**src/hw/rtl/rps_pkg.sv**
```systemverilog
`timescale 1ns / 1ps
`default_nettype none
// ----------------------------------------------------------------------------
// rps_pkg
// Types and constants shared by the rotor prerotation sequencer modules.
// ----------------------------------------------------------------------------
package rps_pkg;

  // Rotor phase codes
  localparam logic [2:0] PH_START  = 3'd0;
  localparam logic [2:0] PH_WAIT   = 3'd1;
  localparam logic [2:0] PH_RAMP   = 3'd2;
  localparam logic [2:0] PH_TARGET = 3'd3;
  localparam logic [2:0] PH_OFF    = 3'd4;

  // Configuration register indexes
  typedef enum logic [2:0] {
    CFG_WAIT_RPM     = 3'd0,
    CFG_TARGET_RPM   = 3'd1,
    CFG_RAMP_TIME_MS = 3'd2,
    CFG_PULSE_MIN_US = 3'd3,
    CFG_PULSE_MAX_US = 3'd4,
    CFG_PULSE_IDLE   = 3'd5,
    CFG_END_AIRSPEED = 3'd6
  } cfg_idx_t;

  localparam int CFG_DATA_W = 16;
  localparam int PW_W       = 11;

  // Drive conversion: q = round(|pw - 1500| * 4096 / 125), saturated
  localparam logic [11:0]        PW_CENTER   = 12'd1500;
  localparam logic [10:0]        PW_SAT_MAG  = 11'd500;
  localparam logic [20:0]        ROUND_BIAS  = 21'd62;
  localparam logic signed [15:0] DRIVE_OFF   = -16'sd16384;
  localparam logic signed [15:0] DRIVE_FULL  = 16'sd16384;

  // Divide by 125 as multiply by ceil(2^26 / 125) and shift right by 26;
  // exact for every numerator below 2^21
  localparam logic [19:0] Q14_RECIP = 20'd536871;
  localparam int          Q14_SHIFT = 26;

  // Divider geometry
  localparam int DIV_REM_W  = 17;
  localparam int DIV_BITS_W = 14;
  localparam int DIV_CNT_W  = 4;
  localparam logic [DIV_CNT_W-1:0] STEPS_RAMP = 4'd11;

  typedef struct packed {
    logic [15:0] wait_rpm;
    logic [15:0] target_rpm;
    logic [15:0] ramp_time_ms;
    logic [10:0] pulse_min_us;
    logic [10:0] pulse_max_us;
    logic [10:0] pulse_idle_us;
    logic [15:0] end_airspeed_cms;
  } cfg_t;

  // Request to the divider: remainder preload, left-aligned dividend
  // bits still to shift in, divisor and number of quotient bits
  typedef struct packed {
    logic                  start;
    logic [DIV_REM_W-1:0]  rem_init;
    logic [DIV_BITS_W-1:0] bits;
    logic [15:0]           divisor;
    logic [DIV_CNT_W-1:0]  steps;
  } div_req_t;

  typedef struct packed {
    logic                  done;
    logic [DIV_BITS_W-1:0] quotient;
  } div_rsp_t;

endpackage
`default_nettype wire

```
**src/hw/rtl/rps_if.sv**
```systemverilog
`timescale 1ns / 1ps
`default_nettype none
// ----------------------------------------------------------------------------
// rps_if
// Valid/ready channels for control ticks and drive results.
// ----------------------------------------------------------------------------
interface rps_in_if;
  logic        valid;
  logic        ready;
  logic [31:0] now_ms;
  logic        armed;
  logic [15:0] rotor_rpm;
  logic [15:0] airspeed_cms;

  modport source (output valid, now_ms, armed, rotor_rpm, airspeed_cms, input ready);
  modport sink   (input valid, now_ms, armed, rotor_rpm, airspeed_cms, output ready);
endinterface

interface rps_out_if;
  logic               valid;
  logic               ready;
  logic signed [15:0] drive_q14;
  logic [2:0]         phase_out;

  modport source (output valid, drive_q14, phase_out, input ready);
  modport sink   (input valid, drive_q14, phase_out, output ready);
endinterface
`default_nettype wire

```
**src/hw/rtl/rps_cfg_regs.sv**
```systemverilog
`timescale 1ns / 1ps
`default_nettype none
// ----------------------------------------------------------------------------
// rps_cfg_regs
// Configuration register bank, write-only, reset to operating defaults.
// ----------------------------------------------------------------------------
module rps_cfg_regs
  import rps_pkg::*;
(
  input  wire logic                  clk,
  input  wire logic                  rst_n,
  input  wire logic                  cfg_we,
  input  wire logic [2:0]            cfg_idx,
  input  wire logic [CFG_DATA_W-1:0] cfg_wdata,
  output cfg_t                       cfg
);

  cfg_t cfg_r;

  always_ff @(posedge clk) begin
    if (!rst_n) begin
      cfg_r.wait_rpm         <= 16'd100;
      cfg_r.target_rpm       <= 16'd200;
      cfg_r.ramp_time_ms     <= 16'd5000;
      cfg_r.pulse_min_us     <= 11'd1000;
      cfg_r.pulse_max_us     <= 11'd2000;
      cfg_r.pulse_idle_us    <= 11'd1000;
      cfg_r.end_airspeed_cms <= 16'd1000;
    end else if (cfg_we) begin
      case (cfg_idx_t'(cfg_idx))
        CFG_WAIT_RPM:     cfg_r.wait_rpm         <= cfg_wdata;
        CFG_TARGET_RPM:   cfg_r.target_rpm       <= cfg_wdata;
        CFG_RAMP_TIME_MS: cfg_r.ramp_time_ms     <= cfg_wdata;
        CFG_PULSE_MIN_US: cfg_r.pulse_min_us     <= cfg_wdata[PW_W-1:0];
        CFG_PULSE_MAX_US: cfg_r.pulse_max_us     <= cfg_wdata[PW_W-1:0];
        CFG_PULSE_IDLE:   cfg_r.pulse_idle_us    <= cfg_wdata[PW_W-1:0];
        CFG_END_AIRSPEED: cfg_r.end_airspeed_cms <= cfg_wdata;
        default: ; // drop writes to unmapped index
      endcase
    end
  end

  assign cfg = cfg_r;

endmodule
`default_nettype wire

```
**src/hw/rtl/rps_div.sv**
```systemverilog
`timescale 1ns / 1ps
`default_nettype none
// ----------------------------------------------------------------------------
// rps_div
// Restoring divider, one quotient bit per cycle. The caller preloads
// the upper dividend bits as partial remainder (must be below the divisor).
// ----------------------------------------------------------------------------
module rps_div
  import rps_pkg::*;
(
  input  wire logic     clk,
  input  wire logic     rst_n,
  input  wire div_req_t req,
  output div_rsp_t      rsp
);

  logic                  busy_r;
  logic                  done_r;
  logic [DIV_CNT_W-1:0]  cnt_r;
  logic [DIV_REM_W-1:0]  rem_r;
  logic [DIV_BITS_W-1:0] sh_r;
  logic [DIV_BITS_W-1:0] q_r;
  logic [15:0]           dvs_r;

  logic [DIV_REM_W+1:0]  diff;
  logic                  borrow;
  logic [DIV_REM_W-1:0]  rem_nxt;

  always_comb begin
    diff    = {1'b0, rem_r, sh_r[DIV_BITS_W-1]} - {3'b000, dvs_r};
    borrow  = diff[DIV_REM_W+1];
    rem_nxt = borrow ? {rem_r[DIV_REM_W-2:0], sh_r[DIV_BITS_W-1]} : diff[DIV_REM_W-1:0];
  end

  always_ff @(posedge clk) begin
    if (!rst_n) begin
      busy_r <= 1'b0;
      done_r <= 1'b0;
      cnt_r  <= '0;
    end else begin
      done_r <= !req.start && busy_r && (cnt_r == DIV_CNT_W'(1));
      if (req.start) begin
        busy_r <= 1'b1;
        cnt_r  <= req.steps;
      end else if (busy_r) begin
        cnt_r <= cnt_r - 1'b1;
        if (cnt_r == DIV_CNT_W'(1)) begin
          busy_r <= 1'b0;
        end
      end
    end
  end

  always_ff @(posedge clk) begin
    if (req.start) begin
      rem_r <= req.rem_init;
      sh_r  <= req.bits;
      dvs_r <= req.divisor;
      q_r   <= '0;
    end else if (busy_r) begin
      rem_r <= rem_nxt;
      sh_r  <= {sh_r[DIV_BITS_W-2:0], 1'b0};
      q_r   <= {q_r[DIV_BITS_W-2:0], ~borrow};
    end
  end

  assign rsp.done     = done_r;
  assign rsp.quotient = q_r;

endmodule
`default_nettype wire

```
**src/hw/rtl/rotor_prerotation_sequencer_top.sv**
```systemverilog
`timescale 1ns / 1ps
`default_nettype none
// Tick to result: start, wait and off end in idle; target phase or past the
// ramp time adds conversion and, unsaturated, scaling; ramp phase first adds
// both multiplies and the serial divider (one quotient bit per cycle). One
// tick in flight; the next is taken once the result is registered for output.
// Synchronous active-low reset: phase to start, ramp start time and
// configuration registers to their defaults, no result pending.
// ----------------------------------------------------------------------------
// rotor_prerotation_sequencer_top
// Phase sequencer and drive computation around a shared multiplier/divider.
// ----------------------------------------------------------------------------
module rotor_prerotation_sequencer_top
  import rps_pkg::*;
(
  input  wire logic                  clk,
  input  wire logic                  rst_n,
  rps_in_if.sink                     in_ch,
  rps_out_if.source                  out_ch,
  input  wire logic                  cfg_we,
  input  wire logic [2:0]            cfg_idx,
  input  wire logic [CFG_DATA_W-1:0] cfg_wdata
);

  typedef enum logic [6:0] {
    S_IDLE  = 7'b0000001,
    S_MUL0  = 7'b0000010,
    S_MUL1  = 7'b0000100,
    S_LOAD  = 7'b0001000,
    S_DIV1  = 7'b0010000,
    S_CONV  = 7'b0100000,
    S_SCALE = 7'b1000000
  } state_t;

  cfg_t     cfg;
  div_req_t div_req;
  div_rsp_t div_rsp;

  state_t             state_r, state_nxt;
  logic [2:0]         phase_r;
  logic [2:0]         phase_nxt;
  logic [31:0]        ramp_start_r;
  logic [15:0]        e_r;
  logic [27:0]        acc_r;
  logic [PW_W-1:0]    pw_r;
  logic               neg_r;
  logic [20:0]        q14_num_r;
  logic               res_pend_r;
  logic signed [15:0] res_drive_r;
  logic               out_valid_r;
  logic signed [15:0] out_drive_r;
  logic [2:0]         out_phase_r;

  logic               in_fire;
  logic               out_free;
  logic [2:0]         ph0;
  logic [31:0]        elapsed;
  logic [10:0]        mul_a;
  logic [15:0]        mul_b;
  logic [26:0]        prod;
  logic signed [11:0] pw_diff;
  logic [10:0]        pw_mag;
  logic               mag_sat;
  logic [20:0]        q14_num;
  logic [40:0]        q14_prod;
  logic [13:0]        q14_mag;

  rps_cfg_regs u_cfg (
    .clk       (clk),
    .rst_n     (rst_n),
    .cfg_we    (cfg_we),
    .cfg_idx   (cfg_idx),
    .cfg_wdata (cfg_wdata),
    .cfg       (cfg)
  );

  rps_div u_div (
    .clk   (clk),
    .rst_n (rst_n),
    .req   (div_req),
    .rsp   (div_rsp)
  );

  assign in_ch.ready = (state_r == S_IDLE) && !res_pend_r;
  assign in_fire     = in_ch.valid && in_ch.ready;
  assign out_free    = !out_valid_r || out_ch.ready;

  // Disarm drops back to start before the phase step
  assign ph0     = (phase_r != PH_START && !in_ch.armed) ? PH_START : phase_r;
  assign elapsed = in_ch.now_ms - ramp_start_r;

  always_comb begin
    phase_nxt = ph0;
    case (ph0)
      PH_START:  if (in_ch.armed) phase_nxt = PH_WAIT;
      PH_WAIT:   if (in_ch.rotor_rpm >= cfg.wait_rpm) phase_nxt = PH_RAMP;
      PH_RAMP:   if (in_ch.rotor_rpm > cfg.target_rpm) phase_nxt = PH_TARGET;
      PH_TARGET: if (in_ch.airspeed_cms > cfg.end_airspeed_cms) phase_nxt = PH_OFF;
      default: ;
    endcase
  end

  // Shared multiplier: min*(T-e) first, then max*e
  always_comb begin
    if (state_r == S_MUL0) begin
      mul_a = cfg.pulse_min_us;
      mul_b = cfg.ramp_time_ms - e_r;
    end else begin
      mul_a = cfg.pulse_max_us;
      mul_b = e_r;
    end
    prod = 27'(mul_a) * 27'(mul_b);
  end

  always_comb begin
    pw_diff  = $signed({1'b0, pw_r}) - $signed(PW_CENTER);
    pw_mag   = pw_diff[11] ? 11'(-pw_diff) : pw_diff[10:0];
    mag_sat  = pw_mag >= PW_SAT_MAG;
    q14_num  = {pw_mag[8:0], 12'b0} + ROUND_BIAS;
    q14_prod = 41'(q14_num_r) * 41'(Q14_RECIP);
    q14_mag  = q14_prod[Q14_SHIFT+13:Q14_SHIFT];
  end

  always_comb begin
    div_req = '0;
    if (state_r == S_LOAD) begin
      div_req.start    = 1'b1;
      div_req.rem_init = acc_r[27:PW_W];
      div_req.bits     = {acc_r[PW_W-1:0], 3'b000};
      div_req.divisor  = cfg.ramp_time_ms;
      div_req.steps    = STEPS_RAMP;
    end
  end

  always_comb begin
    state_nxt = state_r;
    case (state_r)
      S_IDLE: begin
        if (in_fire) begin
          state_nxt = S_IDLE;
          if (ph0 == PH_RAMP) begin
            state_nxt = (elapsed < {16'b0, cfg.ramp_time_ms}) ? S_MUL0 : S_CONV;
          end else if (ph0 == PH_TARGET) begin
            state_nxt = S_CONV;
          end
        end
      end
      S_MUL0:  state_nxt = S_MUL1;
      S_MUL1:  state_nxt = S_LOAD;
      S_LOAD:  state_nxt = S_DIV1;
      S_DIV1:  if (div_rsp.done) state_nxt = S_CONV;
      S_CONV:  state_nxt = mag_sat ? S_IDLE : S_SCALE;
      S_SCALE: state_nxt = S_IDLE;
      default: state_nxt = S_IDLE;
    endcase
  end

  // Control state
  always_ff @(posedge clk) begin
    if (!rst_n) begin
      state_r      <= S_IDLE;
      phase_r      <= PH_START;
      ramp_start_r <= '0;
      res_pend_r   <= 1'b0;
      out_valid_r  <= 1'b0;
    end else begin
      state_r <= state_nxt;
      if (in_fire) begin
        phase_r <= phase_nxt;
        if (ph0 == PH_WAIT && phase_nxt == PH_RAMP) begin
          ramp_start_r <= in_ch.now_ms;
        end
      end

      // Raise pending when the drive value is final
      if ((state_r == S_IDLE && in_fire && ph0 != PH_RAMP && ph0 != PH_TARGET)
          || (state_r == S_CONV && mag_sat)
          || (state_r == S_SCALE)) begin
        res_pend_r <= 1'b1;
      end else if (res_pend_r && out_free) begin
        res_pend_r <= 1'b0;
      end

      if (res_pend_r && out_free) begin
        out_valid_r <= 1'b1;
      end else if (out_ch.ready) begin
        out_valid_r <= 1'b0;
      end
    end
  end

  // Datapath
  always_ff @(posedge clk) begin
    if (in_fire) begin
      e_r         <= elapsed[15:0];
      pw_r        <= cfg.pulse_idle_us;
      res_drive_r <= DRIVE_OFF;
    end
    if (state_r == S_MUL0) begin
      acc_r <= 28'(prod);
    end
    if (state_r == S_MUL1) begin
      acc_r <= acc_r + 28'(prod);
    end
    if (state_r == S_DIV1 && div_rsp.done) begin
      pw_r <= div_rsp.quotient[PW_W-1:0];
    end
    if (state_r == S_CONV) begin
      neg_r     <= pw_diff[11];
      q14_num_r <= q14_num;
      if (mag_sat) begin
        res_drive_r <= pw_diff[11] ? DRIVE_OFF : DRIVE_FULL;
      end
    end
    if (state_r == S_SCALE) begin
      res_drive_r <= neg_r ? -$signed({2'b00, q14_mag})
                           : $signed({2'b00, q14_mag});
    end
    if (res_pend_r && out_free) begin
      out_drive_r <= res_drive_r;
      out_phase_r <= phase_r;
    end
  end

  assign out_ch.valid     = out_valid_r;
  assign out_ch.drive_q14 = out_drive_r;
  assign out_ch.phase_out = out_phase_r;

endmodule
`default_nettype wire
```
**src/flat_wrapper.sv**
```systemverilog
// flat-port wrapper written by rule: the top's interface ports become plain ports
module rotor_prerotation_sequencer_top_flat import rps_pkg::*;
  (clk, rst_n, cfg_we, cfg_idx, cfg_wdata, in_ch_valid, in_ch_now_ms, in_ch_armed, in_ch_rotor_rpm, in_ch_airspeed_cms, in_ch_ready, out_ch_valid, out_ch_drive_q14, out_ch_phase_out, out_ch_ready);
  rps_in_if in_ch_i ();
  rps_out_if out_ch_i ();
  input  wire logic clk;
  input  wire logic rst_n;
  input  wire logic cfg_we;
  input  wire logic [2:0] cfg_idx;
  input  wire logic [CFG_DATA_W-1:0] cfg_wdata;
  input wire logic [$bits(in_ch_i.valid)-1:0] in_ch_valid;
  input wire logic [$bits(in_ch_i.now_ms)-1:0] in_ch_now_ms;
  input wire logic [$bits(in_ch_i.armed)-1:0] in_ch_armed;
  input wire logic [$bits(in_ch_i.rotor_rpm)-1:0] in_ch_rotor_rpm;
  input wire logic [$bits(in_ch_i.airspeed_cms)-1:0] in_ch_airspeed_cms;
  output wire logic [$bits(in_ch_i.ready)-1:0] in_ch_ready;
  output wire logic [$bits(out_ch_i.valid)-1:0] out_ch_valid;
  output wire logic [$bits(out_ch_i.drive_q14)-1:0] out_ch_drive_q14;
  output wire logic [$bits(out_ch_i.phase_out)-1:0] out_ch_phase_out;
  input wire logic [$bits(out_ch_i.ready)-1:0] out_ch_ready;
  assign in_ch_i.valid = in_ch_valid;
  assign in_ch_i.now_ms = in_ch_now_ms;
  assign in_ch_i.armed = in_ch_armed;
  assign in_ch_i.rotor_rpm = in_ch_rotor_rpm;
  assign in_ch_i.airspeed_cms = in_ch_airspeed_cms;
  assign in_ch_ready = in_ch_i.ready;
  assign out_ch_valid = out_ch_i.valid;
  assign out_ch_drive_q14 = out_ch_i.drive_q14;
  assign out_ch_phase_out = out_ch_i.phase_out;
  assign out_ch_i.ready = out_ch_ready;
  rotor_prerotation_sequencer_top u_core (.clk(clk), .rst_n(rst_n), .in_ch(in_ch_i), .out_ch(out_ch_i), .cfg_we(cfg_we), .cfg_idx(cfg_idx), .cfg_wdata(cfg_wdata));
endmodule
```
**config.mk**
```make
export PLATFORM = sky130hd
export DESIGN_NAME = rotor_prerotation_sequencer_top_flat
export DESIGN_NICKNAME = d
export VERILOG_FILES = /design/src/hw/rtl/rps_pkg.sv /design/src/hw/rtl/rps_if.sv /design/src/hw/rtl/rps_cfg_regs.sv /design/src/hw/rtl/rps_div.sv /design/src/hw/rtl/rotor_prerotation_sequencer_top.sv /design/src/flat_wrapper.sv
export SDC_FILE = /design/constraint.sdc
export NUM_CORES = 1
export LEC_CHECK = 0
export ABC_AREA = 1
export BUFFER_PORTS_ARGS = -buffer_cell sky130_fd_sc_hd__buf_4
export CAP_MARGIN = 25
export CORE_ASPECT_RATIO = 1.75
export CORE_MARGIN = 2
export CORE_UTILIZATION = 40
export CTS_CLUSTER_DIAMETER = 30
export DETAILED_ROUTE_END_ITERATION = 7
export PLACE_DENSITY = 0.62
export SLEW_MARGIN = 25
export SYNTH_ARGS = -nofsm -noshare
export SYNTH_HDL_FRONTEND = slang
export SYNTH_SLANG_ARGS = --single-unit
```
**constraint.sdc**
```tcl
create_clock -name clk -period 15.7 [get_ports clk]
set_input_delay 3.14 -clock clk [delete_from_list [all_inputs] [get_ports clk]]
set_output_delay 3.14 -clock clk [all_outputs]
set_load 0.005 [all_outputs]
```
==> results.yml, run 1 <==
worst_setup_path:
  path_delay_family: "adder cells"
  critPathRequiredTime_ns: 16.07
  cpMaxStageDelayCell: "o21ai_0"
  critical_path.startpoint_type: "flip-flop"
  max_fanout_on_critical_path: 32
  path_common_cell: "nand2_1"
  setup.worst_path.end_class: "flip-flop"
  origin_of_the_worst_setup_path: "u_core.state_r[4]"
  critical_path_buf_inv_count: 6
  path_class: "flip-flop to flip-flop"
  arrival_ns: 9.22
  critical-path-max-stage-delay_ns: 0.66
  reg_to_reg_startpoint: "u_core.state_r[4]"
final_layout:
  layoutNonFillerInstCount: 4640
  area_delta_synth_final_pct: 14.6
  insertedDiodeCount: 0
  post_route_cells_drive_above_1_share_pct: 8.63
  final_util_pct: 46.4
  fill_cells: 6912
  finalNetCount: 4272
global_route:
  grt_max_degree: 100
  grt_first_pass_wirelength_mm: 128
  grt_pass1_vias: 24600
  antenna_found_initial: 0
  globalRouteOverflowTotal: 0
  grt_util_all_layers_pct: 23.2
timing:
  fin_tns_setup_ns: 0
  grt_setup_unrepaired: "false"
  final_min_period_over_clock_period_pct: 56.4
  finClkSkew_ns: 0.0405
  final-setup-viol-count: 0
  hold_violations: 0
  layout_min_cycle_time_ns: 8.85
  timing_worst_slew_pin_value_ns: 1.01
  fmaxAchievable_mhz: 113
  final.setup.worst_slack_ns: 6.85
  maxSlewHeadroom_pct: 32.3
  timing.final.max_slew_violations: 0
pwr:
  clockPowerShare_pct: 19.6
  cellPowerDensity_nw_per_um2: 221
  leakage_nw: 14.7
  design_power_total_mw: 6.90
  p_comb_share_pct: 66.6
  internal-power_mw: 3.53
  p_sw_share_pct: 48.8
  vdd.ir_drop.worst_v: 0.000259
  p_sw_mw: 3.37
  power.sequential.fraction_pct: 13.8
cts:
  maximum_root_to_sink_buffer_count: 3
  cts_made_buffers: 59
  post_cts_resize_count: 0
  postCtsSetupRepairBufs: 0
  clk-insertion-delay-late_ns: 0.64
  cts.root.buffer_cell: "clkbuf_16"
  tritoncts: "yes"
  clock_tree.htree_level_count: 2
  cts.clk_slew.worst_paths_ns: 0.05
  tritoncts_sinks: 302
  holdBufCountCts: 0
logic_synthesis:
  muxShareOfSynthArea_pct: 0
  synth.yosys.seq_area_share_pct: 26.8
  synth_seq_cells: 302
  post-synth-top-area-cell: "ha_1"
  synth_cells: 3571
  synth_xor_xnor_area_share_pct: 3.01
  synth_enable_flop_cells: 128
  synth.cells.most_frequent: "nand2_1 (760), inv_1 (587), ha_1 (332), nor2_1 (310), a21oi_1 (288)"
  synth_top_area_share_pct: 15.2
  post_synth.cell_area_avg_sq_um: 7.65
  yosysMostFrequentCell: "nand2_1"
  synth_top_family_by_area: "adder cells"
  postSynth.topFlopCell: "dfxtp_1"
  synthSimpleGateAreaFrac_pct: 20.5
  synth_fp_nets: 4149
  synth_compound_gate_area_share_pct: 13.5
  synthesis.yosys.warnings: 0
  yosys.area_share.adder_pct: 26.7
  mappedNetlistArea_sq_um: 27300
  synth_async_sr_flop_share_pct: 0
  post_synth_num_cell_types: 59
  top_cells_by_area_in_the_synthesized_netlist: "ha_1 (15%), edfxtp_1 (14%), dfxtp_1 (13%), fa_1 (12%), nand2_1 (10%)"
routing:
  detail_route.drc_violations: 0
  avgRoutedWirePerCell_um: 17.4
  num_vias: 23800
  totalWireLength_mm: 80.9
  avgViaCountPerCell: 5.13
  drt.antenna.violating_nets: 0
  detailedRoute.firstPassIterationCount: 7
  drt_iter0_drc: 976
die:
  die-area_sq_um: 70400
  core_area_sq_um: 67500
  effective_utilization_at_floorplan_pct: 40.5
  die_height_um: 350
  chipWidth_um: 201
  top_level_ports: 110
  row_count: 126
status:
  outcome: "finished, final reports clean"
place:
  dp.final_hpwl_mm: 66.3
  io_buffers: 109
  gp_congestion: 1.05
  dpl.cell_count: 4529
  pre_cts_slack_ns: 6.93
hold_path:
  timing.hold.worst.class: "flip-flop to flip-flop"
  timing.hold.worst.start: "u_core.res_drive_r[2]"
job:
  max-cap-violations: 0
## cells by family (layout without fill, tap and decap cells)
| family | Yosys count | count (layout) |
|---|---|---|
| buffers and inverters | 675 | 848 |
| adders and majority gates | 489 | 489 |
| DFF | 302 | 302 |
| xor gates and xnor gates | 93 | 93 |
| AOI/OAI and AO/OA | 672 | 672 |
| and+or+nand+nor | 1340 | 1340 |
## placed cells by master, fill, tap and decap left out, types with 11 or more instances in the layout
cell	count
a21oi_1	287
o211ai_1	25
clkbuf_16	59
nor2_1	310
fa_1	157
nand4_1	29
xnor2_1	35
nor3_1	32
buf_4	136
nor2_2	11
nand3_1	133
dfxtp_1	174
o22ai_1	12
nand3_2	12
o21ai_0	215
a31oi_1	13
o21ai_1	47
xor2_1	57
edfxtp_1	128
ha_1	332
nand2_1	760
inv_1	585
o21ai_2	14
## per-layer routing
layer	routed length, um	global-route usage, %
met5	0	0
met1	27300	21.2
met3	2480	2.51
met4	6490	16.5
met2	44700	46.7
## registers in the layout, summed over array words and instances, names as in the netlist
name,flops
u_core.out_ch.valid,1
u_core.ramp_start_r,32
u_core.phase_r,3
u_core.u_div.done_r,1
u_core.out_ch.phase_out,3
u_core.acc_r,28
u_core.res_drive_r,16
u_core.neg_r,1
u_core.u_cfg.cfg,97
u_core.q14_num_r,9
u_core.pw_r,11
u_core.u_div.sh_r,11
u_core.u_div.busy_r,1
u_core.u_div.rem_r,17
u_core.state_r,7
u_core.e_r,16
u_core.out_ch.drive_q14,16
u_core.u_div.dvs_r,16
u_core.u_div.q_r,11
u_core.u_div.cnt_r,4
u_core.res_pend_r,1
## area by class of cell
cell class / count / area [sq um] / area share [%]
clock inverters: 45 / 614 / 1.96
clock buffers: 66 / 1530 / 4.90
flip-flops and latches: 302 / 7330 / 23.4
repair buffers: 136 / 1020 / 3.26
multi-input cells: 2594 / 17400 / 55.7
well taps: 896 / 1120 / 3.58
inverters: 601 / 2260 / 7.22
## power groups by stage
stage               clock network [mW]  registers [mW]  logic, mW
global placement                     0           0.970       4.53
CTS                               1.37           0.955       4.60
global route                      1.41           0.956       5.23
floorplan                            0           0.966       3.55
detailed placement                   0           0.970       4.55
finish                            1.35           0.955       4.59
## final timing paths
kind                            slack, ns  cells after the start                    endpoint
worst max register to register       6.85                     36            u_core.acc_r[23]
worst min register to register       0.44                      0  u_core.out_ch.drive_q14[2]
worst max-delay path                 6.85                     36            u_core.acc_r[23]
worst min-delay path                 0.44                      0  u_core.out_ch.drive_q14[2]
## stage by stage
stage,area (sq um),hold slack [ns]
after floorplan,27300,0.409
after global placement,29100,0.416
after detailed placement,29100,0.415
after CTS,31300,0.439
after global routing,31300,0.444
final,31300,0.438
Note: power is estimated with default switching activity, not from simulation.
==> inputs of run 2 (changes only) <==
--- a/config.mk
+++ b/config.mk
@@ -13,7 +13,7 @@
 export CORE_UTILIZATION = 40
 export CTS_CLUSTER_DIAMETER = 30
 export DETAILED_ROUTE_END_ITERATION = 7
-export PLACE_DENSITY = 0.62
+export PLACE_DENSITY = 0.64
 export SLEW_MARGIN = 25
 export SYNTH_ARGS = -nofsm -noshare
 export SYNTH_HDL_FRONTEND = slang
==> constraint.sdc (replaced) <==
create_clock -name clk -period 7.6 [get_ports clk]
set_input_delay 1.52 -clock clk [delete_from_list [all_inputs] [get_ports clk]]
set_output_delay 1.52 -clock clk [all_outputs]
set_load 0.005 [all_outputs]
==> run 2 against run 1 <==
The flow now finishes with violations (setup timing). Die area is the same. First-iteration DRC count is 2.8% higher. Design area grew 9.6%. Critical path type unchanged. Largest cell class unchanged. Highest routed layer unchanged.
==> results.yml, run 2 (synthesis results as in run 1) <==
job:
  max-cap-violations: 0
worst_setup_path:
  path_class: "flip-flop to flip-flop"
  path_common_cell: "inv_2"
  origin_of_the_worst_setup_path: "u_core.u_cfg.cfg[49]"
  max_fanout_on_critical_path: 4
  crit-reg2reg-capture: "u_core.acc_r[22]"
  setup_crit_end: "u_core.acc_r[22]"
  setup.worst_path.end_class: "flip-flop"
  worst-r2r-cell-count: 43
  reg_to_reg_startpoint: "u_core.u_cfg.cfg[49]"
  arrival_ns: 8.18
  regToRegSetupSlack_ns: -0.24
  critPathRequiredTime_ns: 7.94
  cpMaxStageDelayCell: "fa_1"
  critical_path.startpoint_type: "flip-flop"
  critical-path-max-stage-delay_ns: 0.54
cts:
  cts_made_buffers: 55
  cts.root.buffer_cell: "clkbuf_16"
  clk-insertion-delay-late_ns: 0.66
  clock_tree.htree_level_count: 2
  cts.clk_slew.worst_paths_ns: 0.06
  maximum_root_to_sink_buffer_count: 3
  holdBufCountCts: 0
  tritoncts: "yes"
  tritoncts_sinks: 302
global_route:
  grt_max_degree: 88
  grt_first_pass_wirelength_mm: 130
  grt_util_all_layers_pct: 23.3
  globalRouteOverflowTotal: 0
  grt_pass1_vias: 25900
  antenna_found_initial: 0
final_layout:
  seq_area_sq_um: 7330
  layout.cells.most_common: "nand2_1"
  insertedDiodeCount: 0
  finalNetCount: 4506
  multiInputGateArea_sq_um: 18600
  area_delta_synth_final_pct: 25.6
  layout_common_cells: "nand2_1 (728), inv_1 (567), buf_4 (352), ha_1 (309), nor2_1 (298)"
  largest_reg_flops: 97
  post_route_cells_drive_above_1_share_pct: 18.9
  fill_cells: 6588
timing:
  final.setup.worst_slack_ns: -0.237
  maxSlewHeadroom_pct: 37.8
  finClkSkew_ns: 0.0514
  hold_violations: 0
  timing_worst_slew_pin_value_ns: 0.927
  layout_min_cycle_time_ns: 7.84
  final-setup-viol-count: 10
  timing.final.max_slew_violations: 0
  fin_tns_setup_ns: -1.63
  grt_setup_unrepaired: "true"
  final_min_period_over_clock_period_pct: 103
  fmaxAchievable_mhz: 128
place:
  pre_cts_slack_ns: -0.625
  gp_congestion: 1.02
  dp.final_hpwl_mm: 66.1
  io_buffers: 109
routing:
  drt.antenna.violating_nets: 0
  avgViaCountPerCell: 5.14
  avgRoutedWirePerCell_um: 17.1
  num_vias: 25100
  drt_iter0_drc: 1003
  totalWireLength_mm: 83.4
  detail_route.drc_violations: 0
  detailedRoute.firstPassIterationCount: 8
die:
  row_count: 126
  die_height_um: 350
  chipWidth_um: 201
  effective_utilization_at_floorplan_pct: 40.5
  top_level_ports: 110
  core_area_sq_um: 67500
  die-area_sq_um: 70400
status:
  violations: "setup timing"
  outcome: "complete, but fails checks"
hold_path:
  timing.hold.worst.class: "flip-flop to flip-flop"
[run 2: worst min path at each step]
stage	endpoint	cells after the start	from	slack, ns
floorplan	u_core.out_ch.drive_q14[1]	0	u_core.res_drive_r[1]	0.41
global placement	u_core.out_ch.drive_q14[3]	0	u_core.res_drive_r[3]	0.42
detailed placement	u_core.out_ch.drive_q14[2]	0	u_core.res_drive_r[2]	0.42
CTS	u_core.out_ch.drive_q14[2]	0	u_core.res_drive_r[2]	0.43
global route	u_core.out_ch.drive_q14[3]	0	u_core.res_drive_r[3]	0.45
finish	u_core.out_ch.drive_q14[2]	0	u_core.res_drive_r[2]	0.43
[run 2: per-stage QoR]
stage	utilization, %	area (sq um)	hold slack (ns)	instances
final	50.8	34300	0.433	4871
after global routing	50.8	34300	0.447	4871
after CTS	49.7	33500	0.432	4850
after detailed placement	45.5	30700	0.418	4728
after global placement	45.5	30700	0.416	4728
after floorplan	-	27300	0.409	3571
[run 2: layout make-up]
class | count | area share [%]
Multi-Input combinational cell | 2594 | 54.3
Sequential cell | 302 | 21.4
Timing Repair Buffer | 374 | 8.48
Inverter | 601 | 6.59
Clock buffer | 56 | 4.09
Tap cell | 896 | 3.27
Clock inverter | 48 | 1.90
[run 2: timing repair]
action	in CTS	in global routing
setup endpoints to repair	15	16
gates resized for setup	138	145
pin swaps	92	103
setup buffers	19	23
cloned	0	0
[run 2: critical path, delay by kind of cell (launching register included)]
kind | cells | cell delay (ns)
flops | 1 | 0.33
fa+ha+maj | 9 | 3.58
simple gates | 11 | 1.12
xor+xnor | 2 | 0.37
compound gates | 10 | 1.10
buf+inv | 11 | 1.02
[run 2: layer usage]
metal  wire [um]  vias up  part of all wire, %  track usage, %
li1            -    12400                    -               -
met1       28400    11700                   34            21.2
met2       45400      620                   54            46.4
met3        2560      325                  3.1            2.63
met4        7070        0                  8.5            17.8
met5           0        -                    0               0
Power of run 2 is left out: the tool's default activity adds up to more than one toggle a clock period on the data nets, which glitch-free logic cannot reach.
